## src/design/rfva_ram.sv

```systemverilog
module rfva_ram #(
   parameter int WIDTH = 16,
   parameter int DEPTH = 64
) (
   input  logic                     clock,
   input  logic                     we,
   input  logic [$clog2(DEPTH)-1:0] waddr,
   input  logic [WIDTH-1:0]         wdata,
   input  logic [$clog2(DEPTH)-1:0] raddr,
   output logic [WIDTH-1:0]         rdata
);
   logic [WIDTH-1:0] mem [DEPTH];

   always_ff @(posedge clock) begin
      if (we) begin
         mem[waddr] <= wdata;
      end
      rdata <= mem[raddr];
   end
endmodule

```

## config.mk

```make
export PLATFORM = sky130hd
export DESIGN_NAME = rfva_ram
export DESIGN_NICKNAME = d
export VERILOG_FILES = /design/src/design/rfva_ram.sv
export SDC_FILE = /design/constraint.sdc
export NUM_CORES = 1
export LEC_CHECK = 0
export ABC_AREA = 1
export BUFFER_PORTS_ARGS = -buffer_cell sky130_fd_sc_hd__buf_2
export CAP_MARGIN = 10
export CORE_ASPECT_RATIO = 0.6
export CORE_UTILIZATION = 24
export CTS_BUF_LIST = sky130_fd_sc_hd__clkbuf_8
export DETAILED_ROUTE_END_ITERATION = 8
export PLACE_DENSITY = 0.46
export SLEW_MARGIN = 20
export SYNTH_ARGS = -nofsm -noshare
export SYNTH_HDL_FRONTEND = slang
export SYNTH_SLANG_ARGS = --single-unit
```

## constraint.sdc

```tcl
create_clock -name clock -period 10.05 [get_ports clock]
set_clock_uncertainty 0.15 [all_clocks]
set_input_delay 2.01 -clock clock [delete_from_list [all_inputs] [get_ports clock]]
set_output_delay 2.01 -clock clock [all_outputs]
set_load 0.03 [all_outputs]
```

== After elaboration in Yosys (flattened, before gate mapping) ==
Memory sizes are Yosys's and may differ from the RTL's. A register that Yosys moved wholly into a read port is not among the register bits.
Index checks and enable logic that the tools add are counted.

* Divide/modulo/power cells: 0
* Magnitude comparators: 0
* Reductions and logical operators: 0
* Equality and inequality tests: 0
* Bitwise operators: 0
* Shift operators: 0
* $mul: 0
* Muxes and demuxes: 2
* $add $sub $neg: 0

{| class="wikitable"
|+ Operators with widths
! kind !! number
|-
| 2-to-1 mux 1 bit || 2
|}

* Bits in read-only memories: 0
* Memory bits (writable): 1024
* Word-level logic and storage cells: 3
* Memories: 1
* Bits in registers: 0
* Latch bits: 0

{| class="wikitable"
|+ Memories
! memory !! depth !! bits a word !! rd ports !! clocked after Yosys merged registers in !! wr ports !! line !! text
|-
| mem || 64 || 16 || 1 || 1 || 1 || 12 || <nowiki>logic [WIDTH-1:0] mem [DEPTH];</nowiki>
|}

== Logic depth before layout (Yosys ltp) ==
* Depth in word-level cells: 2
* Mapped depth: 12
* Depth with buffers taken out: 9

== Worst setup path before layout ==
OpenSTA, ideal clock, no wires.

* Path type: in2reg
* Start point: in we
* End point: mem mem[48][0] (enable)
* Arrival: 4.134 ns
* Path buffers: 1
* Data required time: 9.469 ns
* Library setup time: 0.431 ns
* Cell stages on the path: 3
* Setup slack: 5.336 ns
* Cells stage by stage: clkbuf_1 -> nand4_1 -> nor4_1

* Word-level cells in the longest chain between the ends: 2

{| class="wikitable"
|+ RTL lines
! element !! line !! text
|-
| start: declaration || 6 || <nowiki>input logic we,</nowiki>
|-
| 2-to-1 mux 1 bit || 15 || <nowiki>if (we) begin</nowiki>
|-
| 2-to-1 mux 1 bit (implied by the code) || 16 || <nowiki>mem[waddr] <= wdata;</nowiki>
|-
| end: declaration || 12 ||
|}

No other way between the ends.

==> flow_summary.yaml <==
setup_path:
  path_cells: "buf_8 > buf_4 > buf_12 > nand2_1 > nand3_1 > nand3_1 > nand2_1 > nand2_1 > nand3_1 > nand3_1 > nand2_1"
  cp.arrival_ns: 5.66
  cp-start-kind: "primary input"
  critPathTopFamily: "buffers and inverters"
  cpPeakStageDelay_ns: 0.69
  critPathMaxFanout: 186
  r2r_start: "mem[35][1]"
  reg2reg_setup_slack_ns: 7.97
  cp_slowest_cell: "buf_4"
  cp.required_ns: 10.66
  crit_buf_inv: 3
  crit_path_end_kind: "flop"
  worstSetupPathType: "primary input to flop"
  rr_worst_depth: 8
  r2r_end: "rdata[1]"
worst_hold_path:
  hp-start: "mem[0][9]"
  min_path_cells: 8
  hold_end: "rdata[9]"
  hold_class: "flop to flop"
floorplan:
  core_region_area_um2: 173300
  die_width_um: 542.7
  dieArea_um2: 177100
  rows: 118
  io_pins: 46
  die_h_um: 326.4
  start_util: 0.2429
placement:
  numPortBuffers: 45
  postPlaceCellArea_um2: 44840
  hpwl_mm: 73.07
  dp.cells: 5780
  dp_slack_ns: 4.299
  gp_congestion: 0.7694
route:
  drc: 0
  routed_wl_mm: 137.5
  wl_per_cell_um: 22.74
  drt.antenna.violating_nets: 0
  vias: 27375
  drt_iter0_markers: 3021
  via_per_inst: 4.527
  dr.pass1.iters: 5
final_layout:
  utilization: 0.2748
  nNetsFinal: 3629
  area_delta_synth_final_pct: 13.14
  mostFrequentLayoutCells: "nand2_1, edfxtp_1, nand3_1, clkbuf_8, buf_4"
  design_area_um2: 47630
  layout_commonest_cell: "nand2_1"
  stdcell_count: 6047
  drive_gt1_frac: 0.1015
run:
  max-cap-violations: 0
synth:
  syn_area_um2: 42100
  avgSynthCellArea_um2: 11.97
  syn_nets: 3547
  ys_ff_latch: 1040
  synthCells: 3517
  synth_top_area_frac: 0.7304
  synth.distinct_cells: 16
  synthTopCellsByArea: "edfxtp_1, nand2_1, nand3_1, buf_2, buf_6"
  synth_top_cell_by_area: "edfxtp_1"
  yosys_warnings: 0
  ys_seq_area_frac: 0.7380
clocking:
  cts_tree: "done"
  cts_resized: 0
  cts-buffers-inserted: 157
  clk_pin_slew_ns: 0.07
  cts_root_buf: "clkbuf_8"
  post_cts_buffers: 0
  hold_buffers: 0
  clockBufferDepth: 4
  htree_levels: 4
  clock-sinks: 1040
  clkLatencyLatePin_ns: 0.87
timing:
  hold_slack_ns: 0.6615
  min_period_ns: 5.047
  fmax_mhz: 198.1
  hold_viol: 0
  max_slew_margin: 0.2052
  worst_pin_slew_ns: 1.192
  post-route-period-util: 0.5022
  timing.final.max_slew_violations: 0
  tns_ns: 0
  finalSetupViolations: 0
  setup_ws_ns: 5.003
  rsz0062_at_grt: "false"
power:
  leakage_nw: 16.71
  ir_drop_v: 0.0001057
  power_mw: 8.763
  power_density_nw_per_um2: 184.0
grt:
  antenna_found_initial: 8
  gr-total-overflow: 0
  grt_pass1_wl_mm: 195.7
  grt_use_total: 0.1529
  grt_start_max_net_pins: 187
  grt_pass1_vias: 25355
run_status:
  outcome: "finished, final reports clean"
==> worst max-delay path by stage <==
stage,start,to,slack [ns],cells past startpoint
final,raddr[0],rdata[2],5.00,11
after global routing,raddr[0],rdata[2],4.82,11
after CTS,raddr[0],rdata[2],5.24,11
after detailed placement,raddr[0],rdata[2],4.30,11
after global placement,raddr[0],rdata[2],4.26,11
after floorplan,we,mem[48][0],5.34,3
==> report_power, final <==
group / total, mW / switching (mW) / internal, mW / leakage (nW)
clock network: 3.32 / 1.73 / 1.59 / 1.60
logic: 0.626 / 0.496 / 0.130 / 5.77
registers: 4.82 / 0.0217 / 4.80 / 9.35
==> area by class of cell <==
| cell class | instances | area, um^2 |
|---|---|---|
| well taps | 2340 | 2928 |
| flip-flops and latches | 1040 | 31070 |
| repair buffers | 148 | 1087 |
| clock inverters | 92 | 402.9 |
| diodes | 3 | 7.507 |
| clock buffers | 172 | 2367 |
| fillers | 18032 | 125700 |
| multi-input cells | 2240 | 9686 |
| inverters | 12 | 83.83 |
==> Yosys cell counts <==
master    number
buf_4         19
nor4_1         8
dfxtp_1       16
nor2_1        56
edfxtp_1    1024
buf_8          1
buf_6         49
clkbuf_1      26
buf_1         17
inv_2          2
inv_8          1
buf_2        113
nand2_1     1296
inv_1          9
nand3_1      871
nand4_1        9
==> sequential cells by signal (all words and copies together) (netlist names) <==
name and count:
mem 1024, rdata 16
==> tightest hold or removal path: cells and delay by family, from the launching register on <==
| kind | cells | cell delay, ns |
|---|---|---|
| simple gates | 8 | 0.50 |
| flops | 1 | 0.32 |
==> logic make-up (layout without fill, tap and decap cells) <==
logic type,count (synthesis),after routing,synth area share
simple gates,2240,2240,0.2266
flops,1040,1040,0.7380
buf+inv,237,424,0.03537
other cells,0,3,0
==> routing by layer <==
layer	track usage	vias to the layer above	wire length (um)
li1	-	12553	-
met3	0.04200	173	11800
met4	0.03035	6	2144
met1	0.2449	13661	69260
met5	0.006361	-	189
met2	0.1987	982	54120
(Power assumes the default switching activity.)
