## config.mk

```make
export PLATFORM = sky130hd
export DESIGN_NAME = rfva_div
export DESIGN_NICKNAME = d
export VERILOG_FILES = /design/src/design/rfva_pkg.sv /design/src/design/rfva_div.sv
export SDC_FILE = /design/constraint.sdc
export NUM_CORES = 1
export LEC_CHECK = 0
export ABC_AREA = 0
export BUFFER_PORTS_ARGS = -buffer_cell sky130_fd_sc_hd__buf_2
export CAP_MARGIN = 20
export CORE_MARGIN = 5
export CORE_UTILIZATION = 56
export DETAILED_ROUTE_END_ITERATION = 16
export PLACE_DENSITY = 0.79
export RECOVER_POWER = 100
export SETUP_SLACK_MARGIN = 0.1
export SYNTH_ARGS = -nofsm -noshare
export SYNTH_HDL_FRONTEND = slang
export SYNTH_SLANG_ARGS = --single-unit
```

## constraint.sdc

```tcl
create_clock -name clock -period 4.3 [get_ports clock]
set_clock_uncertainty 0.2 [all_clocks]
set_input_delay 0.86 -clock clock [delete_from_list [all_inputs] [get_ports clock]]
set_output_delay 0.86 -clock clock [all_outputs]
set_load 0.05 [all_outputs]
```

## src/design/rfva_pkg.sv

```systemverilog
package rfva_pkg;

   localparam int MAX_CAND = 64;
   localparam int MAX_DIM  = 64;
   localparam int CAND_W   = $clog2(MAX_CAND);
   localparam int CNT_W    = CAND_W + 1;
   localparam int DIM_W    = 6;
   localparam int LEN_W    = 7;
   localparam int VEC_AW   = CAND_W + DIM_W;
   localparam int VEC_D    = MAX_CAND * MAX_DIM;
   localparam int W_W      = 33;
   localparam int DEN_W    = W_W + CAND_W;
   localparam int NUM_W    = 56;
   localparam int DIV_NW   = 58;
   localparam int DIV_DW   = DEN_W + 2;
   localparam int DIV_CW   = $clog2(DIV_NW + 1);
   localparam int REQ_DATA_W = 136;
   localparam int RSP_DATA_W = 24;

   localparam logic [1:0] REG_FUSION_MODE   = 2'd0;
   localparam logic [1:0] REG_KEEP_COUNT    = 2'd1;
   localparam logic [1:0] REG_VECTOR_LENGTH = 2'd2;

   localparam logic [1:0] MODE_EQUAL = 2'd0;
   localparam logic [1:0] MODE_PROD  = 2'd1;
   localparam logic [1:0] MODE_DIST  = 2'd2;
   localparam logic [1:0] MODE_CONN  = 2'd3;

   typedef struct packed {
      logic                start;
      logic [DIV_NW-1:0]   dividend;
      logic [DIV_DW-1:0]   divisor;
   } div_req_type;

endpackage

```

## src/design/rfva_div.sv

```systemverilog
module rfva_div (
   input  logic                       clock,
   input  logic                       reset,
   input  rfva_pkg::div_req_type      req,
   output logic [rfva_pkg::DIV_NW-1:0] quotient,
   output logic                       done
);
   import rfva_pkg::*;

   logic              busy_ff, busy_in;
   logic              done_ff, done_in;
   logic [DIV_CW-1:0] cnt_ff, cnt_in;
   logic [DIV_DW-1:0] rem_ff, rem_in;
   logic [DIV_NW-1:0] quo_ff, quo_in;
   logic [DIV_DW-1:0] dvs_ff, dvs_in;
   logic [DIV_DW:0]   trial;

   always_comb begin
      busy_in = busy_ff;
      done_in = 1'b0;
      cnt_in  = cnt_ff;
      rem_in  = rem_ff;
      quo_in  = quo_ff;
      dvs_in  = dvs_ff;
      trial   = {rem_ff, quo_ff[DIV_NW-1]};
      if (req.start) begin
         busy_in = 1'b1;
         cnt_in  = '0;
         rem_in  = '0;
         quo_in  = req.dividend;
         dvs_in  = req.divisor;
      end else if (busy_ff) begin
         if (trial >= {1'b0, dvs_ff}) begin
            rem_in = DIV_DW'(trial - {1'b0, dvs_ff});
            quo_in = {quo_ff[DIV_NW-2:0], 1'b1};
         end else begin
            rem_in = trial[DIV_DW-1:0];
            quo_in = {quo_ff[DIV_NW-2:0], 1'b0};
         end
         cnt_in = cnt_ff + 1'b1;
         if (cnt_ff == DIV_CW'(DIV_NW - 1)) begin
            busy_in = 1'b0;
            done_in = 1'b1;
         end
      end
   end

   always_ff @(posedge clock) begin
      if (reset) begin
         busy_ff <= 1'b0;
         done_ff <= 1'b0;
         cnt_ff  <= '0;
      end else begin
         busy_ff <= busy_in;
         done_ff <= done_in;
         cnt_ff  <= cnt_in;
      end
      rem_ff <= rem_in;
      quo_ff <= quo_in;
      dvs_ff <= dvs_in;
   end

   assign quotient = quo_ff;
   assign done     = done_ff;
endmodule

```

# [After elaboration in Yosys (flattened, before gate mapping)]
# Index checks and enable logic that the tools add are counted.
[word_totals] ramBits=0 output_inout_bits=59 word_cells=22 rom_bits=0 register_bits=148 in_bits=102 mem_count=0 latchBits=0
[op_classes] n_div=0 reduce_logical=3 n_mul=0 n_eq_ne=1 order_cmp=1 n_addsub=2 n_shift=0 n_bitwise=1 n_mux=8
[op_table] op="2-to-1 mux 58 bit" count=2
[op_table] op="greater-or-equal comparator 42 x 41 -> 1 bit" count=1
[op_table] op="2-to-1 mux 41 bit" count=1
[op_table] op="subtractor 41 bit" count=1
[op_table] op="adder 6 x 1 -> 6 bit (second input constant)" count=1
[op_table] op="== test 6 bit (second input constant)" count=1
[op_table] op="2-to-1 mux 1 bit" count=5
[op_table] op="OR reduction 3 bit" count=1
[op_table] op="nonzero test 2 bit" count=1
[op_table] op="OR reduction 2 bit" count=1
[op_table] op="NOT 1 bit" count=1

# [Longest topological paths before layout]
[logic_depth] ltp_word=4 depth_mapped=16

# [Worst setup path before layout]
# OpenSTA, ideal clock, no wires.
[synth_timing] path_kind="register to register" start="reg quo_ff[57] (netlist: quotient[57])" end="reg rem_ff[13]" n_path_buf=2 required_ps=3967 setup_ps=133 arrival_ps=3005 path_stages_with_launch=15 period_less_slack_ps=3338 slack_ps=962 path_cell_list="edfxtp_1 inv_1 ha_1 inv_1 fa_1 a21oi_1 o211ai_2 a21oi_1 or4_4 a211oi_2 o31ai_4 buf_6 buf_6 a211oi_1 nor3_1"
[synth_between] elab_chain_cells=2
[synth_lines] element="start: declaration" line_no="rfva_div.sv:14" source="logic [DIV_NW-1:0] quo_ff, quo_in;"
[synth_lines] element="start signal: assignment" line_no="rfva_div.sv:59" source="quo_ff <= quo_in;"
[synth_lines] element="subtractor 41 bit / greater-or-equal comparator 42 x 41 -> 1 bit (equally long branches)" line_no="rfva_div.sv:34, rfva_div.sv:33"
[synth_lines] element="2-to-1 mux 41 bit (*)" line_no="rfva_div.sv:33" source="if (trial >= {1'b0, dvs_ff}) begin"
[synth_lines] element="end signal: assignment" line_no="rfva_div.sv:58" source="rem_ff <= rem_in;"
[synth_lines] element="end: declaration" line_no="rfva_div.sv:13" source="logic [DIV_DW-1:0] rem_ff, rem_in;"
# Mark *: on every way between the ends. The rest lies on a longest branch, timed or not.
# A chain may end at the register's enable or synchronous reset.

# [Final worst setup path]
# Same ends and word-level chain as after synthesis.

==> impl_results.md <==
* Status: finished with violations
* Failing checks: max-capacitance violations, max-slew violations
* Relative slew slack at -61.4%
* DP HPWL at 13.4 mm
* Prevailing post-synth register cell: edfxtp_1
* Core area at 0.0144 mm^2
* R2r startpoint: quotient[57]
* Yosys warning count at 0
* Final Power at 4.21 mW
* Crit Path Class: reg2reg
* FP Rows at 44
* Drc violations at 0
* Crit start category: flop
* Crit-path cells: inv_1 > ha_1 > inv_1 > fa_1 > a21oi_1 > o211ai_1 > a21oi_1 > or4_4 > a211oi_2 > o31ai_1 > buf_12 > nor2_1 > a211oi_1 > nor3_1
* Final critical-path required period at 3.73 ns
* Vias in the first global route at 6371
* Total gr overflow at 0
* CTS tree: yes
* Fin Hold WS at 0.304 ns
* Io pins at 161
* Die height at 131 um
* Largest net degree at the start of global routing at 61
* Layout Utilization at 66.7%
* Max stage delay cell, worst path: o31ai_1
* Initial Utilization at 56.7%
* Final Setup Violations at 0
* VDD IR-drop max at 336 uV
* Number of synthesized flops with an enable pin at 99
* Fin. Hold Viols at 0
* Syn nets at 912
* Drt total wl at 18.5 mm
* Initial antenna violation count at 1
* Yosys cell types at 58
* Via/cell ratio at 5.58
* PwrDens at 438 mW/mm^2
* Placed Cells at 1082
* Post-CTS Hold Fix Bufs at 0
* Critical path capture point type: flop
* Resized cells post-CTS at 0
* Footprint of the multi-input gates at 0.00381 mm^2
* Area grow syn2layout at 17.6%
* Max Cap Violations at 3
* Vias at 6220
* Worst-path clk slew at 0.07 ns
* Num CTS Buffers at 17
* Placed standard-cell area at 0.00912 mm^2
* Sequential element share of the synthesized area at 48.4%
* Fillers at 1215
* First-pass GRT wire length at 30.6 mm
* H-tree depth at 4
* Final Cycle Share at 86.7%
* Crit-path max cell delay at 0.47 ns
* Worst Slack Setup Final at 0.573 ns
* ANT nets after route at 0
* Clk Latency, worst-skew pair at 0.43 ns
* Net count, final at 1063
* Mapped Area at 0.00817 mm^2
* Worst slew pin tran at 2.42 ns
* Synthesized flop and latch total at 148
* Pre-CTS setup slack at 0.831 ns
* Setup TNS at 0 ns
* Share of cells above drive strength 1 at 21.3%
* Final Instance Area at 0.00961 mm^2
* IO buf count at 160
* Final Non-Filler Cells at 1115
* Setup crit start: quotient[57]
* Async S/R FF share, synth at 0%
* Arrival @ worst endpoint at 3.72 ns
* DIE AREA at 0.0171 mm^2
* Register Area at 0.00395 mm^2
* Root Buffer Master: clkbuf_16
* Crit path required time at 4.30 ns
* Slew Limit Fails at 139
* Hold Path Class: reg2reg
* P_leak at 4.16 nW
* Die X-Extent at 131 um
* Number of iterations in the first detailed-routing pass at 4
* Starting DRT DRC Count at 359
* Wirelength per Cell at 16.6 um
* Overall routing resource usage at 22.7%
* Syn_area_per_cell at 10.7 um^2
* RePlAce Congestion at 0.835
* Setup repair bufs after CTS at 0
* Clock tree sinks at 148
* Hold_sp: cnt_ff[5]
* Post-Syn Instances at 766
* Clk buf depth at 2
* Reg2Reg Setup Slack at 0.57 ns
* Fmax at 268 MHz
* RSZ-0062 raised after global routing: no
* CP max FO at 47
routing by layer:
layer  track usage, %  wire length, um  vias up
met5                0                0        -
met4             6.84              257        0
met3             8.94             1410       21
met2             38.2             9140      167
met1             27.0             7740     2930
li1                 -                -     3102
Yosys cell counts (all sizes together), types with 2 or more instances:
cell / n / area share (%)
nand3b: 2 / 0.18
a221o: 2 / 0.24
a211oi: 38 / 3.6
and3: 10 / 0.77
and2: 3 / 0.23
a211o: 3 / 0.32
nor2: 80 / 3.7
nand3: 6 / 0.37
or2: 3 / 0.23
dfxtp: 49 / 12
edfxtp: 99 / 36
o31ai: 5 / 0.63
or3: 2 / 0.15
a31oi: 4 / 0.31
a2111oi: 2 / 0.52
nor3: 12 / 0.73
buf: 8 / 0.93
a21o: 21 / 1.9
mux2i: 19 / 2.3
a21oi: 61 / 3.7
nand2: 38 / 1.7
nand4: 9 / 0.69
nand2b: 4 / 0.31
o21a: 4 / 0.37
xor2: 18 / 1.9
xnor2: 22 / 2.4
o21ai: 26 / 1.6
o211ai: 3 / 0.34
inv: 57 / 2.6
nor3b: 2 / 0.18
nor4: 3 / 0.23
clkbuf: 26 / 1.2
ha: 43 / 6.6
mux2: 57 / 7.9
o21bai: 9 / 0.83
kinds of logic (layout without fill, tap and decap cells):
family | Yosys count | after routing | synth area share (%)
AO/OA/AOI/OAI | 190 | 190 | 15.8
AND/OR/NAND/NOR | 177 | 177 | 9.83
flip-flops | 148 | 148 | 48.4
buffers and inverters | 91 | 255 | 4.75
multiplexers | 76 | 76 | 10.2
adder cells (fa/ha/maj) | 44 | 44 | 6.83
XOR/XNOR | 40 | 40 | 4.29
other | 0 | 1 | 0
flip-flops by register name (all words and copies together) (netlist names):
register and count:
quotient 58, dvs_ff 41, rem_ff 41, cnt_ff 6
busy_ff 1, done 1
placed cells by master, fill, tap and decap left out, types with 4 or more instances in the layout:
master,n
a211oi_1,36
a21o_1,21
a21oi_1,61
a31oi_1,4
and3_1,10
buf_2,100
clkbuf_1,61
clkbuf_16,17
dfxtp_1,49
edfxtp_1,99
ha_1,43
inv_1,57
inv_6,6
mux2_2,55
mux2i_1,19
nand2_1,38
nand2b_1,4
nand3_1,6
nand4_1,9
nor2_1,80
nor3_1,12
o21a_1,4
o21ai_0,24
o21bai_1,9
o31ai_1,5
xnor2_1,22
xor2_1,18
power by group:
part | total, mW | internal (mW) | leakage (nW) | switching (mW)
Clock | 1.56 | 0.927 | 0.295 | 0.635
Sequential | 1.74 | 1.66 | 1.39 | 0.0767
Combinational | 0.909 | 0.321 | 2.48 | 0.588
critical path, delay by kind of cell, from the launching register on:
family                     cells  cell delay [ns]
AOI/OAI and AO/OA              6             1.51
and+or+nand+nor                3             0.35
DFF                            1             0.41
buffers and inverters          3             0.42
adders and majority gates      2             0.55
final timing paths:
path,endpoint,depth (start not counted)
max,rem_ff[13],14
max reg2reg,rem_ff[13],14
min,cnt_ff[5],2
min reg2reg,cnt_ff[5],2
layout make-up:
cell class / count / area share, %
Sequential cell: 148 / 41.1
Multi-Input combinational cell: 527 / 39.7
Timing Repair Buffer: 166 / 8.17
Clock buffer: 17 / 4.42
Tap cell: 184 / 2.39
Inverter: 57 / 2.23
Clock inverter: 15 / 1.98
Antenna cell: 1 / 0.0260
(Power assumes the default switching activity.)
